`config.mk`:
```
export PLATFORM = sky130hd
export DESIGN_NAME = rcc_median
export DESIGN_NICKNAME = d
export VERILOG_FILES = /design/src/design/rcc_pkg.sv /design/src/design/rcc_median.sv
export SDC_FILE = /design/constraint.sdc
export NUM_CORES = 1
export LEC_CHECK = 0
export BUFFER_PORTS_ARGS = -buffer_cell sky130_fd_sc_hd__buf_2
export CORE_AREA = 2 2 140 156
export DETAILED_ROUTE_END_ITERATION = 10
export DIE_AREA = 0 0 142 158
export GPL_TIMING_DRIVEN = 0
export PLACE_DENSITY = 0.55
export REMOVE_ABC_BUFFERS = 1
export SLEW_MARGIN = 0
export SYNTH_ARGS = -nofsm -noshare
export SYNTH_HDL_FRONTEND = slang
export SYNTH_SLANG_ARGS = --single-unit
```
`constraint.sdc`:
```
create_clock -name clk -period 12 [get_ports clk]
set_input_delay 2.4 -clock clk [delete_from_list [all_inputs] [get_ports clk]]
set_output_delay 2.4 -clock clk [all_outputs]
set_load 0.01 [all_outputs]
```
`src/design/rcc_pkg.sv`:
```
`default_nettype none
package rcc_pkg;

    localparam int WINDOW_LEN_DEF     = 5;
    localparam int QUALIFY_FRAMES_DEF = 10;
    localparam int STICK_BITS_DEF     = 12;

    localparam int CMD_W  = 16;
    localparam int REG_W  = 15;
    localparam int LIM_W  = 17;
    localparam int NREG   = 8;
    localparam int IDX_W  = 3;

    typedef enum logic [IDX_W-1:0] {
        REG_FLIGHT_MODE    = 3'd0,
        REG_ANGLE_LIMIT    = 3'd1,
        REG_RATE_LIMIT     = 3'd2,
        REG_YAW_RATE_LIMIT = 3'd3,
        REG_THRUST_LOW     = 3'd4,
        REG_THRUST_HIGH    = 3'd5,
        REG_HOVER_THROTTLE = 3'd6,
        REG_DEAD_ZONE_HALF = 3'd7
    } reg_index_t;

    // What a frame does to the link state.
    typedef enum logic [1:0] {
        FK_HOLD = 2'd0,
        FK_PROC = 2'd1,
        FK_DROP = 2'd2
    } frame_kind_t;

endpackage
`default_nettype wire

```
`src/design/rcc_median.sv`:
```
`default_nettype none
module rcc_median #(
    parameter int DW  = 16,
    parameter int LEN = rcc_pkg::WINDOW_LEN_DEF
) (
    input  wire logic                 clk,
    input  wire logic                 rst_n,
    input  wire logic                 en,
    input  wire logic signed [DW-1:0] din,
    output logic signed [DW-1:0]      med
);
    import rcc_pkg::*;

    localparam int RW = $clog2(LEN + 1);

    logic signed [DW-1:0] win_reg  [LEN];
    logic signed [DW-1:0] win_next [LEN];
    logic [RW-1:0]        rank     [LEN];

    always_comb
    begin
        win_next[0] = din;
        for (int i = 1; i < LEN; i++)
            win_next[i] = win_reg[i-1];
    end

    // Ties are ranked by position so every entry gets a distinct rank.
    always_comb
    begin
        med = win_next[0];
        for (int i = 0; i < LEN; i++)
        begin
            rank[i] = '0;
            for (int j = 0; j < LEN; j++)
                if ((win_next[j] < win_next[i]) || (j < i && win_next[j] == win_next[i]))
                    rank[i] = rank[i] + RW'(1);
        end
        for (int i = 0; i < LEN; i++)
            if (rank[i] == RW'(LEN / 2))
                med = win_next[i];
    end

    always_ff @(posedge clk or negedge rst_n)
    begin
        if (!rst_n)
        begin
            for (int i = 0; i < LEN; i++)
                win_reg[i] <= '0;
        end
        else if (en)
        begin
            for (int i = 0; i < LEN; i++)
                win_reg[i] <= win_next[i];
        end
    end

endmodule
`default_nettype wire

```
==> impl_metrics.py <==
metrics = {
    "floorplanning": {
        "die_area_um2": 22400,
        "start_util_pct": 34.2,
        "rows": 56,
        "ioPinCount": 35,
        "die_x_um": 142,
        "die_y_um": 158,
        "core_region_area_um2": 21000,
    },
    "grt": {
        "overflow": 0,
        "grt_pass1_wl_um": 34700,
        "grtUsageTotal_pct": 20.3,
        "antenna_found_initial": 0,
        "grt_pass1_vias": 6054,
        "grt_max_degree": 77,
    },
    "clocking": {
        "clock_sinks": 64,
        "h-tree-depth": 3,
        "cts.path.max_buffers": 2,
        "cts-root-buf": "clkbuf_16",
        "clk_pin_slew_worst_paths_ns": 0.05,
        "cts_setup_buffers": 0,
        "numCtsBuffers": 9,
        "cts_resized": 0,
        "cts_hold_buf": 0,
        "clock_latency_ns": 0.35,
        "cts_tree": "yes",
    },
    "final_layout": {
        "antenna-diode-count": 0,
        "area_growth_pct": 10.6,
        "fin_util_pct": 37.8,
        "drive_gt1_share_pct": 8.94,
        "largest_register_ffs": 64,
        "final_common_cell": "ha_1",
        "nets": 1045,
        "mostFrequentLayoutCells": "ha_1, nand2_1, inv_1, o21ai_0, dfrtp_1",
        "fill_cells": 2174,
    },
    "critical_path": {
        "critPathMaxFanout": 16,
        "cp_data_arrival_time_ns": 8.22,
        "crit_required_ns": 9.60,
        "cp-start-kind": "input port",
        "r2r_slack_ns": 11.10,
        "endpoint_kind": "output pin",
        "path_class": "in2out",
    },
    "detailed_routing": {
        "postRouteAntennaNets": 0,
        "drc": 0,
        "avgRoutedWirePerCell_um": 19.3,
        "drt-total-wl_um": 21700,
        "vias_per_cell": 5.45,
        "drt_pre_antenna_iters": 5,
        "vias": 6119,
        "drt_iter0_markers": 366,
    },
    "sta": {
        "rsz0062_at_grt": "no",
        "relSlewSlack_pct": 14.8,
        "fmax_ghz": 0.0941,
        "period_share_pct": 88.5,
        "finalHoldViolations": 0,
        "worstMarginPinSlew_ns": 1.27,
        "drv_slew": 0,
        "finalSetupTns_ns": 0,
        "min_period_ns": 10.62,
        "finalSetupViolCount": 0,
        "finalClockSkew_ns": 0.00378,
    },
    "pwr": {
        "intPower_uw": 781,
        "powerDensity_nw_per_um2": 189,
        "sequentialPowerShare_pct": 18.3,
        "swShare_pct": 47.7,
        "pwr-share-comb_pct": 64.1,
        "clkPwrFrac_pct": 17.5,
        "p_sw_uw": 712,
        "peakVddDrop_v": 0.0000983,
        "static-leakage-power_nw": 3.78,
    },
    "run": {
        "cap_viol_max_count": 0,
    },
    "min_path": {
        "worstHoldPathType": "reg2reg",
    },
    "placement": {
        "dpl.hpwl_um": 17000,
        "place.gp.congestion": 0.883,
        "io_buffer_count": 34,
    },
    "synthesis": {
        "syn_area_um2": 7160,
        "synthDistinctLibCells": 64,
        "syn_inst": 831,
        "synth_edf_count": 0,
        "async_flop_share_pct": 100,
        "seq_area_frac_synth_pct": 22.4,
        "ys_dominant_reg_cell": "dfrtp_1",
        "synth_seq_cells": 64,
        "avgSynthCellArea_um2": 8.62,
        "ys_warn_count": 0,
    },
    "outcome": {
        "status": "finished, final reports clean",
    },
}
per-layer routing:
layer	part of all wire [%]	GRT usage (%)
met5	0	0
met4	2.5	7.10
met3	3.3	2.75
met2	46	33.7
met1	48	27.2
worst paths after layout:
path                              startpoint            to  cells past startpoint
worst min register to register  win_next[29]  win_next[13]                      2
min in group asynchronous              rst_n  win_next[37]                      2
worst min-delay path            win_next[29]  win_next[13]                      2
worst max register to register  win_next[16]  win_next[16]                      1
max in group asynchronous              rst_n  win_next[14]                      2
worst max-delay path                  din[1]        med[0]                     23
cell families after synthesis:
kind of cell               Yosys count  synth area share [%]
buffers and inverters              106                  5.91
xor gates and xnor gates             5                 0.612
DFF                                 64                  22.4
AOI/OAI and AO/OA                  223                  20.8
and+or+nand+nor                    226                  15.3
muxes                               37                  5.26
adders and majority gates          170                  29.7
final cells by class:
class / count / area [µm²] / area share [%]
Clock inverter: 4 / 45.0 / 0.569
Sequential cell: 64 / 1600 / 20.2
Clock buffer: 12 / 236 / 2.99
Multi-Input combinational cell: 661 / 5150 / 65.1
Timing Repair Buffer: 37 / 245 / 3.10
Tap cell: 261 / 327 / 4.12
Inverter: 83 / 312 / 3.93
critical path, stage by stage:
cell	delay (ns)
buf_2	0.15
ha_1	0.31
nor2b_1	0.13
o21a_1	0.16
o21a_1	0.16
o21a_1	0.16
o21a_1	0.17
o21a_1	0.17
o21a_1	0.18
o21bai_1	0.14
a21oi_1	0.11
o21bai_1	0.16
ha_1	0.32
xor2_1	0.19
ha_1	0.29
inv_1	0.06
a211oi_1	0.05
nand2b_1	0.11
mux2i_1	0.10
o31ai_4	0.76
nand3_1	1.13
o221ai_1	0.61
buf_2	0.20
cells in the mapped netlist, types with 6 or more instances:
master / count / area share [%]
ha_1: 170 / 30
nand2_1: 97 / 5.1
inv_1: 82 / 4.3
o21ai_0: 77 / 5.4
dfrtp_1: 64 / 22
a21oi_1: 55 / 3.8
nor2_1: 36 / 1.9
mux2i_1: 34 / 4.8
nand4_1: 29 / 2.5
nand3_1: 14 / 0.98
o21a_1: 14 / 1.5
clkbuf_1: 13 / 0.68
nor2b_1: 11 / 0.96
o221ai_2: 10 / 2.1
o211ai_1: 9 / 0.94
a21o_1: 8 / 0.84
nand2b_1: 7 / 0.61
o221ai_1: 7 / 0.86
o31ai_1: 6 / 0.63
metrics by stage:
stage | hold WS (ns) | power (mW) | cell area (µm²) | cells | setup slack (ns)
floorplan | 0.447 | 0.906 | 7050 | 808 | 0.994
global placement | 0.454 | 1.22 | 7550 | 1103 | -2.26
detailed placement | 0.467 | 1.24 | 7630 | 1106 | 1.34
CTS | 0.482 | 1.51 | 7920 | 1122 | 1.36
global route | 0.514 | 1.62 | 7920 | 1122 | 1.03
finish | 0.472 | 1.49 | 7920 | 1122 | 1.38
power groups by stage:
stage	combinational (mW)	clock (mW)	sequential, mW
3_5_place_dp	0.964	0	0.277
3_3_place_gp	0.944	0	0.277
2_1_floorplan	0.641	0	0.265
5_1_grt	1.07	0.274	0.278
4_1_cts	0.966	0.266	0.274
6_report	0.958	0.262	0.274
Note: power is estimated with default switching activity, not from simulation.
