`config.mk`:
```
export PLATFORM = sky130hd
export DESIGN_NAME = rcc_map_lane
export DESIGN_NICKNAME = d
export VERILOG_FILES = /design/src/design/rcc_pkg.sv /design/src/design/rcc_map_lane.sv
export SDC_FILE = /design/constraint.sdc
export NUM_CORES = 1
export LEC_CHECK = 0
export ABC_AREA = 1
export BUFFER_PORTS_ARGS = -buffer_cell sky130_fd_sc_hd__buf_4
export CORE_MARGIN = 1
export CORE_UTILIZATION = 44
export CTS_CLUSTER_SIZE = 40
export DETAILED_ROUTE_END_ITERATION = 6
export GPL_TIMING_DRIVEN = 0
export PLACE_DENSITY = 0.7
export SLEW_MARGIN = 20
export SYNTH_ARGS = -nofsm -noshare
export SYNTH_HDL_FRONTEND = slang
export SYNTH_SLANG_ARGS = --single-unit
```
`constraint.sdc`:
```
create_clock -name clk -period 17.88 [get_ports clk]
set_clock_uncertainty 0.05 [all_clocks]
set_input_delay 2.682 -clock clk [delete_from_list [all_inputs] [get_ports clk]]
set_output_delay 2.682 -clock clk [all_outputs]
set_load 0.005 [all_outputs]
```
`src/design/rcc_pkg.sv`:
```
`default_nettype none
package rcc_pkg;

    localparam int WINDOW_LEN_DEF     = 5;
    localparam int QUALIFY_FRAMES_DEF = 10;
    localparam int STICK_BITS_DEF     = 12;

    localparam int CMD_W  = 16;
    localparam int REG_W  = 15;
    localparam int LIM_W  = 17;
    localparam int NREG   = 8;
    localparam int IDX_W  = 3;

    typedef enum logic [IDX_W-1:0] {
        REG_FLIGHT_MODE    = 3'd0,
        REG_ANGLE_LIMIT    = 3'd1,
        REG_RATE_LIMIT     = 3'd2,
        REG_YAW_RATE_LIMIT = 3'd3,
        REG_THRUST_LOW     = 3'd4,
        REG_THRUST_HIGH    = 3'd5,
        REG_HOVER_THROTTLE = 3'd6,
        REG_DEAD_ZONE_HALF = 3'd7
    } reg_index_t;

    // What a frame does to the link state.
    typedef enum logic [1:0] {
        FK_HOLD = 2'd0,
        FK_PROC = 2'd1,
        FK_DROP = 2'd2
    } frame_kind_t;

endpackage
`default_nettype wire

```
`src/design/rcc_map_lane.sv`:
```
`default_nettype none
module rcc_map_lane #(
    parameter int STICK_BITS = rcc_pkg::STICK_BITS_DEF
) (
    input  wire logic                                 clk,
    input  wire logic                                 en,
    input  wire logic [STICK_BITS-1:0]                stick,
    input  wire logic signed [rcc_pkg::LIM_W-1:0]     lo,
    input  wire logic signed [rcc_pkg::LIM_W-1:0]     hi,
    input  wire logic                                 negate,
    output logic signed [rcc_pkg::CMD_W-1:0]          cmd
);
    import rcc_pkg::*;

    // value = lo + floor((2*s*(hi-lo) + SMAX) / (2*SMAX)); the numerator is
    // biased positive and divided by a reciprocal multiply with one correction.
    localparam int SMAX = (1 << STICK_BITS) - 1;
    localparam int DIV  = 2 * SMAX;
    localparam int K    = 18;
    localparam int PRW  = STICK_BITS + 19;
    localparam int UW   = STICK_BITS + 20;
    localparam int SH   = STICK_BITS + 32;
    localparam int PW   = UW + 32;
    localparam int QW   = 20;
    localparam int VW   = 22;
    localparam longint unsigned BIAS  = longint'(DIV) << K;
    localparam longint unsigned RECIP = (64'd1 << SH) / DIV;

    logic signed [PRW-1:0]   prod1_reg;
    logic signed [LIM_W-1:0] lo1_reg, lo2_reg, lo3_reg;
    logic                    neg1_reg, neg2_reg, neg3_reg;
    logic [PW-1:0]           prod2_reg;
    logic [UW-1:0]           num2_reg;
    logic [QW-1:0]           q3_reg;
    logic signed [CMD_W-1:0] cmd_reg;

    logic signed [LIM_W:0]   span;
    logic signed [UW:0]      num_s;
    logic [UW-1:0]           num;
    logic [31:0]             recip32;
    logic [QW-1:0]           q0;
    logic [UW-1:0]           rem;
    logic signed [VW-1:0]    val;
    logic signed [VW-1:0]    sval;
    logic signed [CMD_W-1:0] sat;

    assign span    = (LIM_W+1)'(hi) - (LIM_W+1)'(lo);
    assign num_s   = ((UW+1)'(prod1_reg) <<< 1) + (UW+1)'(SMAX) + (UW+1)'(BIAS);
    assign num     = num_s[UW-1:0];
    assign recip32 = RECIP[31:0];
    assign q0      = prod2_reg[SH +: QW];
    assign rem     = num2_reg - UW'(q0 * UW'(DIV));
    assign val     = VW'(lo3_reg) + $signed({2'b00, q3_reg}) - VW'(1 << K);
    assign sval    = neg3_reg ? -val : val;

    always_comb
    begin
        if (sval > VW'(32767))
            sat = 16'sh7FFF;
        else if (sval < -VW'(32768))
            sat = -16'sh8000;
        else
            sat = sval[CMD_W-1:0];
    end

    always_ff @(posedge clk)
    begin
        if (en)
        begin
            prod1_reg <= PRW'($signed({1'b0, stick})) * PRW'(span);
            lo1_reg   <= lo;
            neg1_reg  <= negate;
            prod2_reg <= PW'(num) * PW'(recip32);
            num2_reg  <= num;
            lo2_reg   <= lo1_reg;
            neg2_reg  <= neg1_reg;
            q3_reg    <= (rem >= UW'(DIV)) ? q0 + QW'(1) : q0;
            lo3_reg   <= lo2_reg;
            neg3_reg  <= neg2_reg;
            cmd_reg   <= sat;
        end
    end

    assign cmd = cmd_reg;

endmodule
`default_nettype wire

```
==> results.md <==
* CTS clk-pin slew, worst paths at 0.07 ns
* Ports at 65
* Routed Antenna Nets at 0
* Post-Synthesis Cells at 3186
* Vias at 21100
* WL/cell at 16.3 microns
* Fin. Hold Viols at 0
* CP max-delay cell: xor2_1
* Post-Syn Area at 26900 sq um
* Setup crit end kind: flip-flop
* Synth cell types at 52
* Die area at 62200 sq um
* Layout fillers at 5705
* Setup_tns at 0 ns
* CP arrival at 10.18 ns
* Core Area at 60500 sq um
* Syn_area_per_cell at 8.46 sq um
* Reg2reg end: q3_reg[1]
* Final WL at 66300 microns
* Port-buffer cells at 64
* Hold Buf Count CTS at 0
* Final #Nets at 3999
* First-pass GRT wire length at 109000 microns
* Root Driver: clkbuf_16
* Mapped Nets at 3914
* Worst-margin pin slew at 0.853 ns
* Max-slew violations at 0
* Gpl congestion at 0.926
* Number of vias per cell at 5.18
* Slew margin rel. at 0.429
* HP Class: flip-flop to flip-flop
* Flop-to-flop setup slack at 9.42 ns
* Clk sinks at 172
* H-Tree Depth at 4
* Worst Hold Launch: lo1_reg[2]
* Final setup violation count at 0
* Initial Utilization at 0.446
* Die W at 249 microns
* Vias in the first global route at 21500
* Layout area overhead at 8.02%
* Crit-path most repeated cell: nand2_1
* Grt total ovfl at 0
* Initial antenna violation count at 0
* Largest net degree at the start of global routing at 66
* Tot GR Track Use at 0.222
* HPWL after DPL at 57000 microns
* Max Fclk at 99.7 MHz
* CTS tree: built
* Hold endpoint: lo2_reg[2]
* Diodes inserted at 0
* Iter 0 DRT Violations at 1281
* Unrepaired setup endpoints after global routing: no
* Post-CTS setup buffer count at 0
* Crit path time final at 10.03 ns
* Seq/Total Area, Yosys at 0.192
* Crit start category: primary input
* Post-CTS sizing at 0
* Maximum fanout along the worst path at 5
* Count of state elements after synthesis at 172
* Layout cells sized above 1 at 0.0512
* Worst path required time at 18.03 ns
* Final Cycle Share at 0.561
* Worst R2R Path Depth at 28
* Maximum clock insertion buffer count at 2
* Num CTS Buffers at 17
* Beginning of the critical path: lo[0]
* Synth warnings at 0
* Run status: finished, final reports clean
* Critical path type: primary input to flip-flop
* Hold-critical path depth at 0
* Die height at 249 microns
* DR pass1 iterations at 6
* Max-Cap Viols at 0
* R2r startpoint: prod2_reg[49]
* DRC errors left at 0
* Clock latency on the worst-skew pair at 0.46 ns
* Critical Path Max Stage Delay at 0.56 ns
* Site Rows at 90
-- worst max-delay path: cells and delay by family --
family / cells / cell delay, ns
AOI/OAI and AO/OA: 8 / 1.91
xor gates and xnor gates: 2 / 0.73
adders and majority gates: 8 / 3.40
buffers and inverters: 5 / 0.43
and+or+nand+nor: 10 / 1.03
-- cell usage after synthesis, drive strengths merged --
cell / instances / share of area
a211oi: 5 / 0.0014
a21boi: 3 / 0.00084
a21o: 13 / 0.0036
a21oi: 163 / 0.030
a221oi: 1 / 0.00033
a31o: 1 / 0.00033
a31oi: 11 / 0.0026
and2: 1 / 0.00023
and3: 1 / 0.00023
buf: 9 / 0.0022
clkbuf: 18 / 0.0025
clkinv: 2 / 0.00028
edfxtp: 172 / 0.19
fa: 337 / 0.25
ha: 342 / 0.16
inv: 695 / 0.097
nand2: 616 / 0.087
nand2b: 1 / 0.00023
nand3: 121 / 0.024
nand3b: 3 / 0.00084
nand4: 53 / 0.013
nor2: 272 / 0.039
nor3: 30 / 0.0059
nor3b: 2 / 0.00056
nor4: 4 / 0.00093
o2111ai: 2 / 0.00065
o211ai: 10 / 0.0028
o21a: 12 / 0.0033
o21ai: 94 / 0.017
o21bai: 10 / 0.0033
o221a: 1 / 0.00042
o221ai: 4 / 0.0013
o311ai: 1 / 0.00033
o31a: 1 / 0.00033
o31ai: 4 / 0.0011
or2: 9 / 0.0021
xnor2: 49 / 0.016
xor2: 113 / 0.037
-- kinds of logic after synthesis --
family / share of synthesized area
compound gates: 0.0705
buf+inv: 0.102
xor+xnor: 0.0529
simple gates: 0.174
flops: 0.192
fa+ha+maj: 0.409
-- worst max path at each step --
stage                               end  slack [ns]  depth (start not counted)
after detailed placement  prod1_reg[27]        7.49                         33
after floorplan           prod1_reg[27]        8.81                         33
final                     prod1_reg[27]        7.85                         33
after global placement    prod1_reg[27]        7.52                         33
after CTS                 prod1_reg[27]        7.94                         33
after global routing      prod1_reg[28]        7.31                         35
-- stage by stage --
| step | cell area (sq um) | setup slack [ns] | hold slack (ns) | std cells | util |
|---|---|---|---|---|---|
| finish | 29100 | 7.85 | 0.370 | 4066 | 0.481 |
| global route | 29100 | 7.31 | 0.378 | 4066 | 0.481 |
| CTS | 29100 | 7.94 | 0.370 | 4066 | 0.481 |
| detailed placement | 28500 | 7.49 | 0.355 | 4034 | 0.471 |
| global placement | 28400 | 7.52 | 0.350 | 4032 | 0.470 |
| floorplan | 26900 | 8.81 | 0.350 | 3186 | - |
-- cells in the final DEF (no fill, tap or decap), types with 6 or more instances in the layout --
| cell type | synthesis | layout |
|---|---|---|
| xnor2_1 | 49 | 49 |
| nand4_1 | 52 | 52 |
| o21ai_0 | 89 | 89 |
| a21o_1 | 13 | 13 |
| nand2_1 | 599 | 599 |
| o211ai_1 | 10 | 10 |
| clkinv_8 | 0 | 6 |
| inv_2 | 6 | 6 |
| edfxtp_1 | 172 | 172 |
| nor2_1 | 257 | 257 |
| nand2_2 | 17 | 17 |
| nand3_1 | 115 | 115 |
| inv_1 | 689 | 689 |
| a31oi_1 | 11 | 11 |
| nor3_1 | 28 | 28 |
| clkbuf_1 | 18 | 18 |
| a21oi_1 | 162 | 162 |
| nor2_2 | 15 | 15 |
| clkbuf_16 | 0 | 17 |
| buf_2 | 6 | 6 |
| fa_1 | 337 | 337 |
| ha_1 | 342 | 342 |
| or2_2 | 8 | 8 |
| o21a_1 | 12 | 12 |
| o21bai_1 | 8 | 8 |
| xor2_1 | 112 | 112 |
| nand3_2 | 6 | 6 |
| buf_4 | 1 | 64 |
-- area by class of cell --
class                   instances  area (sq um)  area share
repair buffers                 66           543      0.0187
inverters                     697          2620      0.0899
multi-input cells            2290         19000       0.654
clock buffers                  17           425      0.0146
flip-flops and latches        172          5160       0.177
clock inverters                15           215     0.00739
well taps                     782           978      0.0336
plain buffers                  27           128     0.00438
-- metal layers --
metal / share of wire / GRT usage
met5: 0 / 0
met2: 0.47 / 0.369
met4: 0.039 / 0.0878
met1: 0.43 / 0.290
met3: 0.061 / 0.0368
Power is not shown: default switching activity piles up to over one toggle a cycle in this logic, so the estimate is an artifact.
